File: config.mk
export PLATFORM = sky130hd
export DESIGN_NAME = blp_front
export DESIGN_NICKNAME = d
export VERILOG_FILES = /design/src/blp_pkg.sv /design/src/blp_front.sv
export SDC_FILE = /design/constraint.sdc
export NUM_CORES = 1
export LEC_CHECK = 0
export BUFFER_PORTS_ARGS = -buffer_cell sky130_fd_sc_hd__buf_2
export CAP_MARGIN = 20
export CORE_ASPECT_RATIO = 0.5
export CORE_MARGIN = 2
export CORE_UTILIZATION = 50
export DETAILED_ROUTE_END_ITERATION = 8
export PLACE_DENSITY = 0.87
export SYNTH_ARGS = -nofsm -noshare
export SYNTH_HDL_FRONTEND = slang
export SYNTH_SLANG_ARGS = --single-unit
File: constraint.sdc
create_clock -name vclk -period 18
set_clock_uncertainty 0.05 [all_clocks]
set_input_delay 0.9 -clock vclk [all_inputs]
set_output_delay 0.9 -clock vclk [all_outputs]
set_load 0.005 [all_outputs]
File: src/blp_pkg.sv
// ----------------------------------------------------------------------------
// blp_pkg: shared types and constants of the line plotter
// Command encoding, the classified command that travels between the front
// and back ends, and a small helper used by the front end.
// ----------------------------------------------------------------------------
package blp_pkg;

   localparam int COORD_BITS  = 6;
   localparam int VALUE_BITS  = 16;
   localparam int DATA_BITS   = 16;
   localparam int CMD_Q_DEPTH = 2;

   typedef logic [COORD_BITS-1:0] coord_type;

   typedef enum logic [1:0] {
      OP_DRAW_SET = 2'd0,
      OP_DRAW_ADD = 2'd1,
      OP_READ     = 2'd2,
      OP_NONE     = 2'd3
   } op_type;

   // Classified command: line already put in major/minor axis order.
   // Reads use maj_start as column and min_start as row.
   typedef struct packed {
      op_type                op;
      logic                  steep;
      coord_type             maj_start;
      coord_type             maj_end;
      coord_type             min_start;
      coord_type             dmaj;
      coord_type             dmin;
      logic                  step_neg;
      logic [VALUE_BITS-1:0] value;
   } cmd_type;

   // Absolute difference of two coordinates
   function automatic coord_type span(coord_type a, coord_type b);
      coord_type d;
      d = (a > b) ? (a - b) : (b - a);
      return d;
   endfunction

endpackage

File: src/blp_front.sv
// ----------------------------------------------------------------------------
// blp_front: request decode and line setup
// Takes request transactions, drops unused opcodes, and turns a draw into
// major/minor axis form (steep swap, endpoint ordering, spans, step sign).
// ----------------------------------------------------------------------------
module blp_front import blp_pkg::*; (
   input  logic                  push,
   output logic                  full,
   input  logic [1:0]            req_op,
   input  coord_type             req_start_x,
   input  coord_type             req_start_y,
   input  coord_type             req_end_x,
   input  coord_type             req_end_y,
   input  logic [VALUE_BITS-1:0] req_value,
   input  logic                  q_full,
   input  logic                  clearing,
   output logic                  q_push,
   output cmd_type               q_cmd
);

   op_type    op;
   coord_type dx, dy;
   logic      steep, swap;
   coord_type a_maj, a_min, b_maj, b_min;
   coord_type maj0, maj1, min0, min1;

   assign op = op_type'(req_op);

   // no new transaction while the queue is full or the grid is being cleared
   assign full   = q_full | clearing;
   assign q_push = push & ~full & (op != OP_NONE);

   // classification
   always_comb begin
      dx    = span(req_end_x, req_start_x);
      dy    = span(req_end_y, req_start_y);
      steep = (dy > dx);
      a_maj = steep ? req_start_y : req_start_x;
      a_min = steep ? req_start_x : req_start_y;
      b_maj = steep ? req_end_y   : req_end_x;
      b_min = steep ? req_end_x   : req_end_y;
      swap  = (a_maj > b_maj);
      maj0  = swap ? b_maj : a_maj;
      maj1  = swap ? a_maj : b_maj;
      min0  = swap ? b_min : a_min;
      min1  = swap ? a_min : b_min;

      q_cmd.op        = op;
      q_cmd.steep     = steep;
      q_cmd.maj_start = maj0;
      q_cmd.maj_end   = maj1;
      q_cmd.min_start = min0;
      q_cmd.dmaj      = maj1 - maj0;
      q_cmd.dmin      = span(min0, min1);
      q_cmd.step_neg  = ~(min0 < min1);
      q_cmd.value     = req_value;

      // reads address one cell: column on the major slot, row on the minor
      if (op == OP_READ) begin
         q_cmd.steep     = 1'b0;
         q_cmd.maj_start = req_start_x;
         q_cmd.maj_end   = req_start_x;
         q_cmd.min_start = req_start_y;
      end
   end

endmodule

After elaboration in Yosys (flattened, before gate mapping)
Index checks and enable logic that the tools add are counted.

Register bits after elaboration: 0. Output and inout port bits: 52. Word-level logic and storage cells: 32. Input bits: 45.

Bitwise operators: 5. Mux-type cells: 12. Magnitude comparators: 6. Eq/ne operators: 2. Add/sub/neg operators: 7.

Operators by type and width (count): 6-bit two-way mux (11); 6-bit subtractor (7); 6-bit greater-than comparator (5); 19-bit two-way mux (1); 6-bit < comparator (1); 1-bit bitwise AND (2); 2-bit == test (second input constant) (1); 2-bit != test (second input constant) (1); 1-bit NOT (2); 1-bit OR (1).

Logic depth before layout (Yosys ltp)
Gate-level depths: netlist of the first run.

Depth in word-level cells: 8. Gate-level depth with buffers: 44. Gate-level depth less buffers: 39.

Worst setup path after synthesis of the first run
Ideal clock, no wire load.

Path type: input to output. Start point: input req_end_x[0]. End point: output q_cmd[22] in the netlist's numbering. Arrival time: 8.621 ns. Cell stages on the path: 43. Setup slack: 8.429 ns. Cells stage by stage: inv_1 ha_1 inv_1 fa_1 a21o_1 a21o_1 a21o_1 a21oi_1 a31oi_1 a211oi_1 a21oi_1 xnor2_1 ha_1 and4_1 o21a_1 o31a_1 clkbuf_1 buf_1 [... 7 more ...] buf_6 buf_4 mux2i_1 mux2i_1 inv_1 ha_1 inv_1 fa_1 a21o_1 a21oi_1 o21bai_1 a21o_1 o21a_1 clkbuf_1 mux2_2 a21oi_1 o221ai_1 xor2_1.

RTL lines: start: declaration (line blp_front.sv:12) `input coord_type req_end_x,`; end: declaration (line blp_front.sv:18) `output cmd_type q_cmd`.

==> results of run 1 <==
## logic make-up after synthesis
group,count (synthesis),synth area share [%]
compound gates,116,25.2
simple gates,103,15.5
buf+inv,85,13.5
mux,53,17.8
fa+ha+maj,51,22.5
xor+xnor,18,5.45
## worst max path at each step
stage / from / to / slack [ns]
finish: req_end_x[0] / q_cmd[22] / 7.06
global route: req_end_x[0] / q_cmd[22] / 6.37
CTS: req_end_y[0] / q_cmd[22] / 7.21
detailed placement: req_end_y[0] / q_cmd[22] / 7.22
global placement: req_end_x[0] / q_cmd[22] / 7.39
floorplan: req_end_x[0] / q_cmd[22] / 8.43
## layout make-up
class              count  share of cell area [%]
repair buffers        67                    10.5
inverters             48                    5.56
well taps             73                    2.82
multi-input cells    341                    81.1
## per-layer routing
layer	share of wire (%)	routed length, um	vias to the layer above	track usage, %
met3	8.4	723	26	2.45
li1	-	-	1537	-
met1	47	4050	1428	35.9
met2	43	3710	144	42.4
met5	0	0	-	0
met4	2.1	179	0	5.23
## per-stage QoR
step                      cells  util [%]
after floorplan             426         -
after global placement      529      57.3
after detailed placement    529      57.3
after CTS                   529      57.3
after global routing        529      57.3
final                       529      57.3
## cell usage in the layout (no fill, tap or decap), types with 4 or more instances in the layout
master / Yosys / final
buf_2: 4 / 65
xor2_1: 8 / 8
a31oi_1: 4 / 4
mux2_2: 8 / 8
nand2_1: 44 / 44
o211ai_1: 10 / 10
nand3_1: 6 / 6
inv_1: 48 / 48
a21o_1: 18 / 18
o21ai_0: 26 / 26
ha_1: 44 / 44
o21bai_1: 5 / 5
a21oi_1: 27 / 27
nor2_1: 28 / 28
a211oi_1: 4 / 4
nor2b_1: 4 / 4
mux2i_1: 45 / 45
and2_1: 6 / 6
fa_1: 6 / 6
xnor2_1: 9 / 9
==> results.toml, run 1 <==
[outcome]
outcome = "complete, no violations"

[detailed_routing]
dr.pass1.iters = 5
route.detailed.drc = 0
vias = 3135
drt_iter0_drc = 261
ant_nets = 0
via_per_inst = 5.93
wl_per_cell_um = 16.4
drt_wl_total_um = 8660

[grt]
grt-ovfl-total = 0
grt_pass1_vias = 2743
grt_pass1_wl_um = 13600
grtUsageTotal_pct = 25.3
antenna_found_initial = 0
grt_max_degree = 43

[floorplanning]
die_y_um = 59.1
core_um2 = 5660
die_w_um = 114
num_io_pins = 97
start_util_pct = 53.6
num_rows = 19
die_area_um2 = 6740

[worst_setup_path]
slowest_stage = "a22oi_2"
slowest_delay_ns = 1.05
path_delay_family = "compound AO/OA/AOI/OAI gates"
crit_cells = 37
required_ns = 17.05
cp_max_fo = 42
path_buf_inv = 6
cp-end-kind = "primary output"
cp-start-kind = "input pin"
criticalPathCategory = "input pin to primary output"
critical_path_arrival_ns = 9.99

[timing]
worst_pin_slew_ns = 1.27
maxSlewViolCount = 0
post-route-period-util_pct = 60.8
hold_viol_final = 0
period_needed_ns = 10.94
rsz0062_at_grt = "false"
finalSetupViolCount = 0
hold_ws_ns = 1.75
slew_headroom_pct = 15.1
tns_ns = 0
setup_ws_ns = 7.06
max_clock_freq_mhz = 91.4

[min_path]
min_path_type = "input pin to primary output"
whs_endpoint = "q_cmd[10]"
whs_path_depth = 0
min_from = "req_value[10]"

[clock_network]
ctsHoldBuffers = 0
cts_resized = 0
cts_setup_buffers = 0

[synthesis]
synth_top_area_share_pct = 18.2
ys_seq_area_share_pct = 0
yosys.area.top_type = "ha_1"
syn_area_um2 = 3030
synthDistinctLibCells = 51
syn_inst = 426
synth_area_leaders = "ha_1 18%, mux2i_1 15%, inv_1 5.9%"
syn_area_per_cell_um2 = 7.11
synth_common_cells = "48 x inv_1, 45 x mux2i_1, 44 x ha_1, 44 x nand2_1, 28 x nor2_1"
syn_nets = 521
post-synth-top-count-cell = "inv_1"
ys_warn_count = 0

[final_layout]
diodes = 0
clkbuf_count = 0
fin_area_um2 = 3240
drive_gt1_share_pct = 18.4
design.seq.count = 0
seqCellArea_um2 = 0
syn2layout_area_growth_pct = 6.94
multi_input_area_um2 = 2630
fillers = 534
nets = 553

[job]
maxCapViolCount = 0

[placed_design]
io_buffers = 65
globalplace.congestion = 0.935
placed_area_um2 = 3240
dp_slack_ns = 7.22
hpwlAfterDp_um = 7040
Power of run 1 is left out: the tool's default activity adds up to more than one toggle a clock period on the data nets, which glitch-free logic cannot reach.
==> run 2, diff against run 1 <==
--- a/config.mk
+++ b/config.mk
@@ -5,13 +5,14 @@
 export SDC_FILE = /design/constraint.sdc
 export NUM_CORES = 1
 export LEC_CHECK = 0
+export ABC_AREA = 1
 export BUFFER_PORTS_ARGS = -buffer_cell sky130_fd_sc_hd__buf_2
 export CAP_MARGIN = 20
 export CORE_ASPECT_RATIO = 0.5
 export CORE_MARGIN = 2
-export CORE_UTILIZATION = 50
+export CORE_UTILIZATION = 49
 export DETAILED_ROUTE_END_ITERATION = 8
-export PLACE_DENSITY = 0.87
+export PLACE_DENSITY = 0.89
 export SYNTH_ARGS = -nofsm -noshare
 export SYNTH_HDL_FRONTEND = slang
 export SYNTH_SLANG_ARGS = --single-unit
==> constraint.sdc (replaced) <==
create_clock -name vclk -period 9.4
set_clock_uncertainty 0.05 [all_clocks]
set_input_delay 0.47 -clock vclk [all_inputs]
set_output_delay 0.47 -clock vclk [all_outputs]
set_load 0.005 [all_outputs]
==> results.toml, run 2 <==
[grt]
grt_max_degree = 50
antenna_found_initial = 0
grt-ovfl-total = 0
grt_pass1_vias = 2604
grt_pass1_wl_um = 11700
grtUsageTotal_pct = 21.6

[synthesis]
yosys.area.top_type = "ha_1"
ys_seq_area_share_pct = 0
syn_inst = 463
synth_common_cells = "121 x nand2_1, 78 x inv_1, 49 x o21ai_0"
ys_warn_count = 0
syn_area_per_cell_um2 = 6.17
syn_area_um2 = 2860
synthDistinctLibCells = 39
syn_nets = 558
synth_area_leaders = "ha_1 19%, nand2_1 16%, inv_1 10%"
post-synth-top-count-cell = "nand2_1"
synth_top_area_share_pct = 19.3

[detailed_routing]
drt_iter0_drc = 154
vias = 3029
drt_wl_total_um = 7450
wl_per_cell_um = 13.0
via_per_inst = 5.30
ant_nets = 0
dr.pass1.iters = 6
route.detailed.drc = 0

[timing]
period_needed_ns = 8.57
maxSlewViolCount = 0
tns_ns = 0
hold_viol_final = 0
post-route-period-util_pct = 91.2
slew_headroom_pct = 58.6
max_clock_freq_mhz = 117
hold_ws_ns = 0.890
worst_pin_slew_ns = 0.621
finalSetupViolCount = 0
rsz0062_at_grt = "false"

[worst_setup_path]
path_buf_inv = 8
slowest_stage = "o21ai_0"
crit_cells = 36
required_ns = 8.88
path_delay_family = "compound AO/OA/AOI/OAI gates"
slowest_delay_ns = 0.56
cp-start-kind = "input pin"
cp_max_fo = 49
critical_path_arrival_ns = 8.05
criticalPathCategory = "input pin to primary output"
cp-end-kind = "primary output"
crit_top_cell = "inv_1"

[clock_network]
cts_setup_buffers = 0
ctsHoldBuffers = 0
cts_resized = 0

[placed_design]
io_buffers = 65
placed_area_um2 = 3070
hpwlAfterDp_um = 6360
dp_cells = 572
globalplace.congestion = 0.971

[final_layout]
clkbuf_count = 0
diodes = 0
final_cell_mix = "121 x nand2_1, 78 x inv_1, 65 x buf_2, 49 x o21ai_0, 44 x ha_1"
layout_commonest_cell = "nand2_1"
seqCellArea_um2 = 0
fin_area_um2 = 3070
instances_no_fill = 572
drive_gt1_share_pct = 20.0
nets = 596
design.seq.count = 0
syn2layout_area_growth_pct = 7.58
fillers = 559

[job]
maxCapViolCount = 0

[floorplanning]
die_area_um2 = 6490
start_util_pct = 51.3
die_y_um = 58.0
core_um2 = 5560
num_rows = 19
die_w_um = 112
num_io_pins = 97

[outcome]
outcome = "complete, no violations"

[min_path]
min_path_type = "input pin to primary output"
whs_path_depth = 0
==> run 2: changes by cell type in the layout (fill, tap and decap cells not counted), moves of 12 or more <==
| cell | delta |
|---|---|
| inv_1 | +30 |
| mux2i_1 | -38 |
| a21o_1 | -17 |
| o21ai_0 | +23 |
| nand2_1 | +77 |
| nand3_1 | +17 |
| nor2_1 | -12 |
| a21oi_1 | -16 |
==> run 2: final cells by class <==
| type | count | area [um2] | share of cell area, % |
|---|---|---|---|
| Timing Repair Buffer | 66 | 333 | 10.8 |
| Tap cell | 73 | 91.3 | 2.97 |
| Inverter | 79 | 297 | 9.65 |
| Multi-Input combinational cell | 354 | 2350 | 76.5 |
==> run 2: final timing paths <==
check	endpoint	slack [ns]	startpoint
setup / recovery	q_cmd[21]	0.83	req_end_y[0]
hold / removal	q_cmd[0]	0.89	req_value[0]
==> run 2: logic make-up (layout without fill, tap and decap cells) <==
| family | after synthesis | after routing | synth area share [%] |
|---|---|---|---|
| AOI/OAI and AO/OA | 92 | 92 | 18.8 |
| muxes | 10 | 10 | 3.64 |
| buffers and inverters | 109 | 145 | 17.7 |
| xor gates and xnor gates | 15 | 15 | 4.86 |
| and+or+nand+nor | 187 | 187 | 31.5 |
| adders and majority gates | 50 | 50 | 23.5 |
==> run 2: layer usage <==
layer / vias up / wire (um) / part of all wire, % / GRT usage (%)
met5: - / 0 / 0 / 0
met4: 0 / 65 / 0.87 / 3.48
met3: 8 / 548 / 7.4 / 1.88
met2: 118 / 3330 / 45 / 38.4
met1: 1350 / 3510 / 47 / 29.8
li1: 1553 / - / - / -
==> run 2: stage by stage <==
stage	util [%]	setup WS (ns)
global route	55.2	0.160
detailed placement	55.2	0.966
floorplan	-	1.63
global placement	55.2	1.17
finish	55.2	0.830
CTS	55.2	0.964
Power of run 2 is left out for the same reason.
