$ cat config.mk
export PLATFORM = sky130hd
export DESIGN_NAME = blp_cmd_fifo
export DESIGN_NICKNAME = d
export VERILOG_FILES = /design/src/blp_pkg.sv /design/src/blp_cmd_fifo.sv
export SDC_FILE = /design/constraint.sdc
export NUM_CORES = 1
export LEC_CHECK = 0
export BUFFER_PORTS_ARGS = -buffer_cell sky130_fd_sc_hd__buf_2
export CAP_MARGIN = 0
export CORE_MARGIN = 4
export CORE_UTILIZATION = 38
export CTS_BUF_LIST = sky130_fd_sc_hd__clkbuf_2 sky130_fd_sc_hd__clkbuf_4 sky130_fd_sc_hd__clkbuf_8
export DETAILED_ROUTE_END_ITERATION = 8
export GPL_ROUTABILITY_DRIVEN = 0
export GPL_TIMING_DRIVEN = 0
export SYNTH_ARGS = -nofsm -noshare
export SYNTH_HDL_FRONTEND = slang
export SYNTH_SLANG_ARGS = --single-unit
export TNS_END_PERCENT = 5
$ cat constraint.sdc
create_clock -name clock -period 2.3 [get_ports clock]
set_clock_uncertainty 0.1 [all_clocks]
set_input_delay 0.46 -clock clock [delete_from_list [all_inputs] [get_ports clock]]
set_output_delay 0.46 -clock clock [all_outputs]
set_load 0.02 [all_outputs]
$ cat src/blp_pkg.sv
// ----------------------------------------------------------------------------
// blp_pkg: shared types and constants of the line plotter
// Command encoding, the classified command that travels between the front
// and back ends, and a small helper used by the front end.
// ----------------------------------------------------------------------------
package blp_pkg;

   localparam int COORD_BITS  = 6;
   localparam int VALUE_BITS  = 16;
   localparam int DATA_BITS   = 16;
   localparam int CMD_Q_DEPTH = 2;

   typedef logic [COORD_BITS-1:0] coord_type;

   typedef enum logic [1:0] {
      OP_DRAW_SET = 2'd0,
      OP_DRAW_ADD = 2'd1,
      OP_READ     = 2'd2,
      OP_NONE     = 2'd3
   } op_type;

   // Classified command: line already put in major/minor axis order.
   // Reads use maj_start as column and min_start as row.
   typedef struct packed {
      op_type                op;
      logic                  steep;
      coord_type             maj_start;
      coord_type             maj_end;
      coord_type             min_start;
      coord_type             dmaj;
      coord_type             dmin;
      logic                  step_neg;
      logic [VALUE_BITS-1:0] value;
   } cmd_type;

   // Absolute difference of two coordinates
   function automatic coord_type span(coord_type a, coord_type b);
      coord_type d;
      d = (a > b) ? (a - b) : (b - a);
      return d;
   endfunction

endpackage

$ cat src/blp_cmd_fifo.sv
// ----------------------------------------------------------------------------
// blp_cmd_fifo: short command queue between front and back end
// Holds classified commands so the front can take a transaction while the
// back end is still tracing a line.
// ----------------------------------------------------------------------------
module blp_cmd_fifo import blp_pkg::*; (
   input  logic    clock,
   input  logic    reset,
   input  logic    push,
   input  cmd_type push_cmd,
   output logic    full,
   output logic    empty,
   input  logic    pop,
   output cmd_type head
);

   localparam int PW = (CMD_Q_DEPTH > 1) ? $clog2(CMD_Q_DEPTH) : 1;
   localparam int CW = $clog2(CMD_Q_DEPTH + 1);

   cmd_type         slot_ff [CMD_Q_DEPTH];
   logic [PW-1:0]   wr_ptr_ff, wr_ptr_in;
   logic [PW-1:0]   rd_ptr_ff, rd_ptr_in;
   logic [CW-1:0]   count_ff,  count_in;
   logic            do_push, do_pop;

   assign full    = (count_ff == CW'(CMD_Q_DEPTH));
   assign empty   = (count_ff == '0);
   assign do_push = push & ~full;
   assign do_pop  = pop & ~empty;
   assign head    = slot_ff[rd_ptr_ff];

   // pointer and occupancy update
   always_comb begin
      wr_ptr_in = wr_ptr_ff;
      rd_ptr_in = rd_ptr_ff;
      count_in  = count_ff;
      if (do_push) begin
         wr_ptr_in = (wr_ptr_ff == PW'(CMD_Q_DEPTH - 1)) ? '0 : wr_ptr_ff + 1'b1;
      end
      if (do_pop) begin
         rd_ptr_in = (rd_ptr_ff == PW'(CMD_Q_DEPTH - 1)) ? '0 : rd_ptr_ff + 1'b1;
      end
      if (do_push && !do_pop) begin
         count_in = count_ff + 1'b1;
      end else if (do_pop && !do_push) begin
         count_in = count_ff - 1'b1;
      end
   end

   always_ff @(posedge clock) begin
      if (reset) begin
         wr_ptr_ff <= '0;
         rd_ptr_ff <= '0;
         count_ff  <= '0;
      end else begin
         wr_ptr_ff <= wr_ptr_in;
         rd_ptr_ff <= rd_ptr_in;
         count_ff  <= count_in;
      end
   end

   // payload storage, no reset
   always_ff @(posedge clock) begin
      if (do_push) begin
         slot_ff[wr_ptr_ff] <= push_cmd;
      end
   end

endmodule

## Word-level counts from Yosys, hierarchy flattened

Memories as Yosys holds them, arrays and structs flattened. A register that Yosys moved wholly into a read port is not among the register bits.
Index checks and enable logic that the tools add are counted.

| storage, ports and cells | value |
|---|---|
| word-level logic and storage cells | 27 |
| flip-flop bits (word level) | 4 |
| memories | 1 |
| memory bits (writable) | 100 |

Memories:

| memory | words | bits a word | read ports | clocked after Yosys merged registers in | write ports | line | source |
|---|---|---|---|---|---|---|---|
| slot_ff | 2 | 50 | 1 | 1 | 1 | blp_cmd_fifo.sv:20 | `cmd_type slot_ff [CMD_Q_DEPTH];` |

| cells by class | value |
|---|---|
| mux-type cells | 8 |
| bitwise logic cells | 4 |
| equality and inequality tests | 1 |
| add/sub/neg operators | 4 |
| reductions and logical operators | 6 |

Operators with widths:

| kind | number |
|---|---|
| $mux 1 | 6 |
| $mux 2 | 2 |
| $add 1x1->1 const B | 2 |
| $add 2x1->2 const B | 1 |
| $and 1x1->1 | 2 |
| $eq 2x2->1 const B | 1 |
| $logic_and 1x1->1 | 2 |
| $logic_not 1->1 | 2 |
| $logic_not 2->1 | 1 |
| $not 1->1 | 2 |
| $reduce_bool 2->1 | 1 |
| $sub 2x1->2 const B | 1 |

## Depth between registers and ports, before layout

Gate-level depths: netlist (run 1).

| logic depth | value |
|---|---|
| word-level depth | 7 |
| depth in mapped cells | 6 |
| mapped depth without buffers | 6 |

## Least setup slack after synthesis (run 1)

No wires, ideal clock.

| timing | value |
|---|---|
| kind | register to register |
| start point | reg count_ff[1] |
| end point | mem slot_ff[1][0] (netlist bit) (enable) |
| arrival | 1.859 ns |
| library setup time | 0.413 ns |
| setup slack | -0.072 ns |
| period minus slack after synthesis | 2.372 ns |
| cell stages (with the launch flop) | 4 |
| path through | dfxtp_1 > nor2b_2 > nor2_1 > and2_1 |

| between the ends | value |
|---|---|
| word-level cells in the longest chain between the ends | 5 |

RTL lines:

| what | line | source |
|---|---|---|
| from (decl) | blp_cmd_fifo.sv:23 | `logic [CW-1:0] count_ff, count_in;` |
| from (signal assigned) | blp_cmd_fifo.sv:58 | `count_ff <= count_in;` |
| $eq 2x2->1 | blp_cmd_fifo.sv:26 | `assign full = (count_ff == CW'(CMD_Q_DEPTH));` |
| net full | blp_cmd_fifo.sv:11 | `output logic full,` |
| $not 1->1 | blp_cmd_fifo.sv:28 | `assign do_push = push & ~full;` |
| $and 1x1->1 | blp_cmd_fifo.sv:28 |  |
| net do_push | blp_cmd_fifo.sv:24 | `logic do_push, do_pop;` |
| $mux 1 | blp_cmd_fifo.sv:64 | `if (do_push) begin` |
| $mux 1 (not written as such) | blp_cmd_fifo.sv:65 | `slot_ff[wr_ptr_ff] <= push_cmd;` |
| to (decl) | blp_cmd_fifo.sv:20 |  |

The timed path passes the listed nets, and every way through them passes these cells.

==> results by group, run 1 <==
Floorplan
  • Die extent in x: 108 microns
  • Initial Util: 0.390
  • # rows: 36
  • Core Area: 9770 sq um
  • Die Ht: 108 microns
  • Top-level port count: 106
  • Die Footprint: 11,700 sq um

Logic synthesis
  • Post-synthesis cell count: 181
  • Syn_nets: 236
  • Post-synthesis sequential area ratio: 0.814
  • Mean post-synth cell area: 21.1 sq um
  • Synthesis Warnings: 0
  • Synth cell types: 15
  • Synthesized area: 3810 sq um
  • Register bit total from synthesis: 105

STA
  • Final period util: 0.943
  • Worst-Margin Slew: 722 ps
  • Final setup viols: 0
  • Final hold viol count: 0
  • RSZ-0062 raised after global routing: false
  • Min cycle time layout: 2170 ps
  • Rel. slew slack: 0.518
  • Fin. max-slew vios: 0
  • Highest Clock Rate: 461 MHz

Layout
  • Nets: 352
  • Share of cells above drive strength 1: 0.570
  • Final instance area: 4690 sq um
  • Most frequent cells in the layout: 105 x buf_2, 100 x edfxtp_1, 46 x mux2_2
  • Commonest non-fill, non-tap cell in the layout: buf_2
  • Inserted Diodes: 0
  • # fillers: 894
  • Final cell count without fillers: 435
  • Area grow syn2layout: 23.1%

Clocking
  • Clock Tree Root: clkbuf_8
  • H-tree depth: 3
  • TritonCTS clock tree: built
  • Postcts setup bufs: 0
  • Worst skew pair latency: 350 ps
  • Clock Path Buffers: 2
  • TritonCTS buffer count: 9
  • Clock sinks: 105
  • Hold_buf cts: 0
  • Reg clk slew, reported paths: 90 ps

Drt
  • Via-to-Cell Ratio: 4.50
  • DR iter-0 viols: 46
  • Vias: 1,959
  • Router iterations before antenna repair: 6
  • Routed Antenna Nets: 0
  • Routed wire per std cell: 15.2 microns
  • Routed wire length: 6600 microns
  • Remaining DRCs: 0

Critical path
  • WS Path Type: reg2out
  • Crit-path cells: buf_4 > mux2_2 > buf_2
  • WP data arrival: 1610 ps
  • Crit-path max FO: 10
  • Critical-path cell with the highest stage delay: dfxtp_1
  • Crit path required time: 1740 ps
  • Critical path capture point type: output port
  • Critical path startpoint category: flop
  • CP max stage delay: 490 ps

Placed design
  • Port buffer count: 105
  • Detailed Place HPWL: 4390 microns
  • Inst Count DP: 420
  • Placed Area: 4530 sq um

Global route
  • Total gr overflow: 0
  • Global-route wire length before repair: 10,100 microns
  • GR Util All Layers: 0.117
  • Largest net degree at the start of global routing: 51
  • Vias in the first global route: 2,121
  • Initial antenna violation count: 0

Hold path
  • Worst Hold Class: in2reg

Pwr
  • Worst vdd ir: 555 uV
  • Pleak: 1.75 nW
  • Pwr dens: 1060 nW/um^2
  • Tot Pwr: 0.00497 W

Run
  • Max-cap violations: 0

Run status
  • Status: complete, no violations
[layer usage]
metal | up-vias | part of all wire | GRT usage
met4 | 0 | 0.0088 | 0.0649
met5 | - | 0 | 0
met3 | 4 | 0.071 | 0.0322
met1 | 958 | 0.40 | 0.138
met2 | 66 | 0.52 | 0.195
li1 | 931 | - | -
[repair_timing]
| item | in CTS | in global routing |
|---|---|---|
| endpoints found under the hold margin | 0 | 0 |
| resized for setup | 5 | 1 |
| endpoints found under the setup margin | 50 | 50 |
[where the power goes]
part	switching [W]	leakage, nW	internal (W)
Sequential	0.0000774	0.975	0.00240
Combinational	0.000914	0.692	0.000629
Clock	0.000562	0.0834	0.000388
[through the flow]
step | util | setup TNS, ps | hold slack (ps) | worst slack (ps)
floorplan | - | -2510 | 352 | -50.2
global placement | 0.461 | -39950 | 374 | -784
detailed placement | 0.463 | -889 | 379 | -21.6
CTS | 0.480 | 0 | 160 | 58.2
global route | 0.480 | 0 | 158 | 31.1
finish | 0.480 | 0 | 192 | 130
[final cells by class]
class,count,area (sq um),area share
Buffer,5,37.5,0.00800
Clock buffer,10,131,0.0280
Clock inverter,6,25.0,0.00533
Inverter,2,7.51,0.00160
Multi-Input combinational cell,68,676,0.144
Sequential cell,105,3100,0.661
Tap cell,133,166,0.0355
Timing Repair Buffer,106,546,0.116
[synth_stat cells, drive strengths merged]
library cell / count / area, sq um
or3: 2 / 12.5
and2: 1 / 6.26
o21ai: 3 / 15.0
inv: 2 / 7.51
nor2: 5 / 18.8
nor2b: 1 / 8.76
buf: 5 / 25.0
a21oi: 2 / 10.0
edfxtp: 100 / 3000
ha: 1 / 12.5
clkbuf: 1 / 3.75
mux2: 50 / 563
dfxtp: 5 / 100
xor2: 3 / 26.3
[registers in the layout (all words and copies together) (netlist names), named ones only]
register and flops:
rd_ptr_ff 1, wr_ptr_ff 1, count_ff 2, slot_ff 100
[kinds of logic (layout without fill, tap and decap cells)]
| family | count (synthesis) | after routing | synth area share |
|---|---|---|---|
| flops | 105 | 105 | 0.814 |
| mux | 50 | 50 | 0.148 |
| simple gates | 9 | 9 | 0.0121 |
| buf+inv | 8 | 129 | 0.00952 |
| compound gates | 5 | 5 | 0.00656 |
| xor+xnor | 3 | 3 | 0.00689 |
| fa+ha+maj | 1 | 1 | 0.00328 |
[path summary, 6_finish.rpt]
check / cells past startpoint / startpoint / slack (ps) / to
setup / recovery: 3 / flop / 130 / head[21]
hold / removal: 1 / push_cmd[28] / 190 / slot_ff[0][28]$_DFFE_PP_
setup reg to reg: 4 / count_ff[0]$_SDFFE_PP0P_ / 300 / slot_ff[0][2]$_DFFE_PP_
hold reg to reg: 2 / wr_ptr_ff$_SDFFE_PP0P_ / 400 / wr_ptr_ff$_SDFFE_PP0P_
[critical path, delay by kind of cell (launching register included)]
family | cells | cell delay, ps
buf+inv | 2 | 410
flops | 1 | 490
mux | 1 | 360
No activity file was read; power rests on OpenSTA's default activity.
==> run 2, diff against run 1 <==
Settings changed: CORE_UTILIZATION 38 to 40, PLACE_DENSITY set to 0.66.
==> results by group, run 2 (synthesized netlist as in run 1, its figures left out) <==
Run status
  • Status: complete, no violations

Drt
  • Routed Antenna Nets: 0
  • Router iterations before antenna repair: 4
  • Routed wire length: 6580 microns
  • Vias: 1,976
  • Via-to-Cell Ratio: 4.58
  • Remaining DRCs: 0
  • DR iter-0 viols: 50
  • Routed wire per std cell: 15.3 microns

Layout
  • Nets: 352
  • Commonest non-fill, non-tap cell in the layout: buf_2
  • Share of cells above drive strength 1: 0.583
  • Largest Register: slot_ff
  • Max reg flops: 100
  • Final instance area: 4730 sq um
  • Inserted Diodes: 0
  • Area grow syn2layout: 24.1%
  • Largest registers: slot_ff: 100 flops, count_ff: 2 flops
  • Most frequent cells in the layout: 105 x buf_2, 100 x edfxtp_1, 46 x mux2_2

Hold path
  • Worst Hold Launch: push_cmd[32]
  • Worst Hold Class: in2reg

STA
  • Hold WS: 182 ps
  • Fin. max-slew vios: 0
  • Final setup viols: 0
  • Rel. slew slack: 0.529
  • Highest Clock Rate: 470 MHz
  • Worst-Margin Slew: 707 ps
  • Total Negative Setup Slacks: 0 ps
  • Final hold viol count: 0
  • Min cycle time layout: 2130 ps
  • Final period util: 0.926
  • RSZ-0062 raised after global routing: false

Critical path
  • Crit-path max FO: 10
  • Critical-path cell with the highest stage delay: dfxtp_1
  • Crit path required time: 1740 ps
  • R2r startpoint: count_ff[0]$_SDFFE_PP0P_
  • CP max stage delay: 430 ps
  • Buf/Inv on CP: 2
  • WP data arrival: 1570 ps
  • Critical path capture point type: output port
  • Cell family with most CP delay: buffers and inverters
  • Crit-path cells: clkbuf_4 > mux2_2 > buf_2
  • Critical path startpoint category: flop
  • WS Path Type: reg2out

Floorplan
  • Core Area: 9240 sq um
  • Die Footprint: 11,200 sq um
  • Initial Util: 0.413
  • Top-level port count: 106
  • Die Ht: 106 microns
  • # rows: 35
  • Die extent in x: 106 microns

Pwr
  • Pwr dens: 1090 nW/um^2
  • Worst vdd ir: 684 uV
  • Pleak: 1.77 nW

Placed design
  • Placed Area: 4520 sq um
  • Detailed Place HPWL: 4320 microns
  • Port buffer count: 105

Clocking
  • Worst skew pair latency: 350 ps
  • Clock Tree Root: clkbuf_8
  • Reg clk slew, reported paths: 100 ps
  • Clock Path Buffers: 2
  • Hold_buf cts: 0
  • Postcts setup bufs: 0
  • Clock sinks: 105
  • H-tree depth: 3
  • TritonCTS clock tree: built
  • TritonCTS buffer count: 9

Global route
  • Initial antenna violation count: 1
  • GR Util All Layers: 0.119
  • Total gr overflow: 0
  • Vias in the first global route: 2,110
  • Largest net degree at the start of global routing: 51
  • Global-route wire length before repair: 10,100 microns

Run
  • Max-cap violations: 0
## run 2: cell types whose count changed in the layout (fill, tap and decap cells not counted), sizes merged
| cell | before | now |
|---|---|---|
| clkinv | 6 | 3 |
| inv | 2 | 5 |
| clkbuf | 10 | 12 |
| buf | 111 | 108 |
| bufinv | 0 | 1 |
## run 2: layout make-up
cell class / instances / area (sq um)
inverters: 2 / 7.51
repair buffers: 106 / 546
well taps: 129 / 161
plain buffers: 5 / 37.5
clock inverters: 7 / 75.1
fillers: 795 / 4510
multi-input cells: 68 / 676
flip-flops and latches: 105 / 3100
clock buffers: 9 / 124
## run 2: through the flow
stage	utilization	power (W)	std cells	setup WS, ps
final	0.512	0.00516	431	170
after global routing	0.512	0.00543	431	38.1
after CTS	0.511	0.00523	432	-44.0
after detailed placement	0.489	0.00408	416	-21.6
after global placement	0.487	0.00405	415	-776
after floorplan	-	0.00357	181	-50.2
## run 2: power by group
group	internal [W]	switching, W
clock	0.000514	0.000627
combinational	0.000627	0.000916
sequential	0.00240	0.0000776
total	0.00354	0.00162
## run 2: timing repair
item	4_1_cts	5_1_grt
setup endpoints to repair	46	100
pin swaps	0	0
cloned	0	0
gates resized for setup	1	6
## run 2: worst reg2reg max path: stages, from the launching register on
cell and delay, ps:
dfxtp_1 450, nor2b_2 100, or3_1 350, inv_2 470, buf_12 270
## run 2: final timing paths
path	endpoint	slack (ps)	cells past startpoint
setup / recovery	head[42]	170	3
hold / removal	slot_ff[0][32]$_DFFE_PP_	180	1
setup reg to reg	slot_ff[0][20]$_DFFE_PP_	250	4
hold reg to reg	wr_ptr_ff$_SDFFE_PP0P_	420	2
## run 2: routing by layer
metal,track usage,vias to the layer above,routed length [microns]
met2,0.204,66,3400
met1,0.136,968,2670
met5,0,-,13
met3,0.0453,10,411
li1,-,930,-
met4,0.0416,2,79
==> run 3, diff against run 2 <==
==> constraint.sdc (replaced) <==
create_clock -name clock -period 2.3 [get_ports clock]
set_clock_uncertainty 0.1 [all_clocks]
set_input_delay 0.345 -clock clock [delete_from_list [all_inputs] [get_ports clock]]
set_output_delay 0.345 -clock clock [all_outputs]
set_load 0.02 [all_outputs]
==> results by group, run 3 (synthesized netlist as in run 1, its figures left out) <==
Critical path
  • Crit-path max FO: 10
  • Crit path required time: 1860 ps
  • Crit path to: head[42]
  • R2R Setup Slk: 250 ps
  • Reg2Reg Depth: 4
  • WS Path Type: reg2out
  • R2r endpoint: slot_ff[0][20]$_DFFE_PP_
  • Critical path startpoint category: flop
  • Critical path capture point type: output port
  • R2r startpoint: count_ff[0]$_SDFFE_PP0P_
  • WP data arrival: 1710 ps

Clocking
  • Postcts setup bufs: 0
  • Clock Path Buffers: 2
  • Clock sinks: 105
  • Hold_buf cts: 0
  • TritonCTS buffer count: 9
  • TritonCTS clock tree: built
  • Worst skew pair latency: 350 ps
  • Reg clk slew, reported paths: 100 ps
  • H-tree depth: 3
  • Clock Tree Root: clkbuf_8

Drt
  • DR iter-0 viols: 52
  • Routed Antenna Nets: 0
  • Routed wire length: 6550 microns
  • Via-to-Cell Ratio: 4.59
  • Router iterations before antenna repair: 4
  • Routed wire per std cell: 15.2 microns
  • Remaining DRCs: 0
  • Vias: 1,982

Layout
  • Commonest non-fill, non-tap cell in the layout: buf_2
  • Max reg flops: 100
  • Final core utilization: 0.511
  • Area grow syn2layout: 24.0%
  • Nets: 353
  • Largest registers: slot_ff: 100 flops, count_ff: 2 flops
  • Most frequent cells in the layout: 108 x buf_2, 100 x edfxtp_1, 46 x mux2_2
  • Share of cells above drive strength 1: 0.581
  • Inserted Diodes: 0
  • Largest Register: slot_ff

Floorplan
  • Core Area: 9240 sq um
  • Initial Util: 0.413
  • # rows: 35
  • Top-level port count: 106
  • Die extent in x: 106 microns
  • Die Footprint: 11,200 sq um
  • Die Ht: 106 microns

Global route
  • Total gr overflow: 0
  • Vias in the first global route: 2,110
  • Initial antenna violation count: 1
  • GR Util All Layers: 0.119
  • Largest net degree at the start of global routing: 51
  • Global-route wire length before repair: 10,100 microns

Pwr
  • Pleak: 1.77 nW
  • Pwr dens: 1090 nW/um^2
  • Worst vdd ir: 683 uV
  • Tot Pwr: 0.00515 W

STA
  • Final hold viol count: 0
  • RSZ-0062 raised after global routing: true
  • Fin. max-slew vios: 0
  • Min cycle time layout: 2150 ps
  • Highest Clock Rate: 465 MHz
  • Final period util: 0.935
  • Rel. slew slack: 0.527
  • Final setup viols: 0
  • Worst-Margin Slew: 709 ps

Placed design
  • Port buffer count: 105
  • Detailed Place HPWL: 4320 microns

Run
  • Max-cap violations: 0

Hold path
  • Worst Hold Class: in2reg

Run status
  • Status: complete, no violations
## run 3: changes by cell type in the layout (fill, tap and decap cells not counted), sizes merged
cell	previous run	this run
buf	108	109
## run 3: report_power, final
group / internal (W) / switching (W) / total (W)
clock: 0.000514 / 0.000627 / 0.00114
combinational: 0.000619 / 0.000925 / 0.00154
sequential: 0.00240 / 0.0000684 / 0.00247
## run 3: worst max-delay path, stage by stage (launching register included)
cell      delay, ps
dfxtp_1         320
clkbuf_1        200
buf_2           300
mux2_2          370
buf_2           160
## run 3: worst min-delay path by stage
stage	start	end	cells past startpoint	slack (ps)
6_report	push_cmd[32]	slot_ff[0][32]$_DFFE_PP_	1	60
3_3_place_gp	wr_ptr_ff$_SDFFE_PP0P_	wr_ptr_ff$_SDFFE_PP0P_	2	370
4_1_cts	push_cmd[46]	slot_ff[0][46]$_DFFE_PP_	1	40
2_1_floorplan	reset	count_ff[1]$_SDFFE_PP0P_	1	310
3_5_place_dp	rd_ptr_ff$_SDFFE_PP0P_	flop	2	400
5_1_grt	push_cmd[47]	slot_ff[0][47]$_DFFE_PP_	1	30
## run 3: through the flow
stage	TNS, ps	cells	hold WS (ps)	setup WS, ps	cell area, sq um
6_report	0	432	64.9	150	4730
3_5_place_dp	0	416	402	70.4	4520
3_3_place_gp	-32910	415	365	-661	4500
2_1_floorplan	-2050	181	314	-41.0	3810
5_1_grt	-183	432	30.5	-16.8	4730
4_1_cts	0	432	43.6	37.5	4720
## run 3: per-layer routing
metal / vias to the layer above / GRT usage / share of wire
met1: 970 / 0.136 / 0.40
li1: 933 / - / -
met5: - / 0 / 0.0020
met4: 2 / 0.0416 / 0.014
met2: 65 / 0.204 / 0.52
met3: 12 / 0.0453 / 0.063
## run 3: area by class of cell
cell class	instances	area (sq um)
tap	129	161
sequential	105	3100
timing repair buffer	106	546
multi-input combinational	68	676
buffer	6	33.8
inverter	2	7.51
clock inverter	7	75.1
fill	798	4510
clock buffer	9	124
## run 3: what timing repair did
action	CTS	global route
hold endpoints to repair	0	0
endpoints found under the setup margin	0	83
resized for setup	0	3
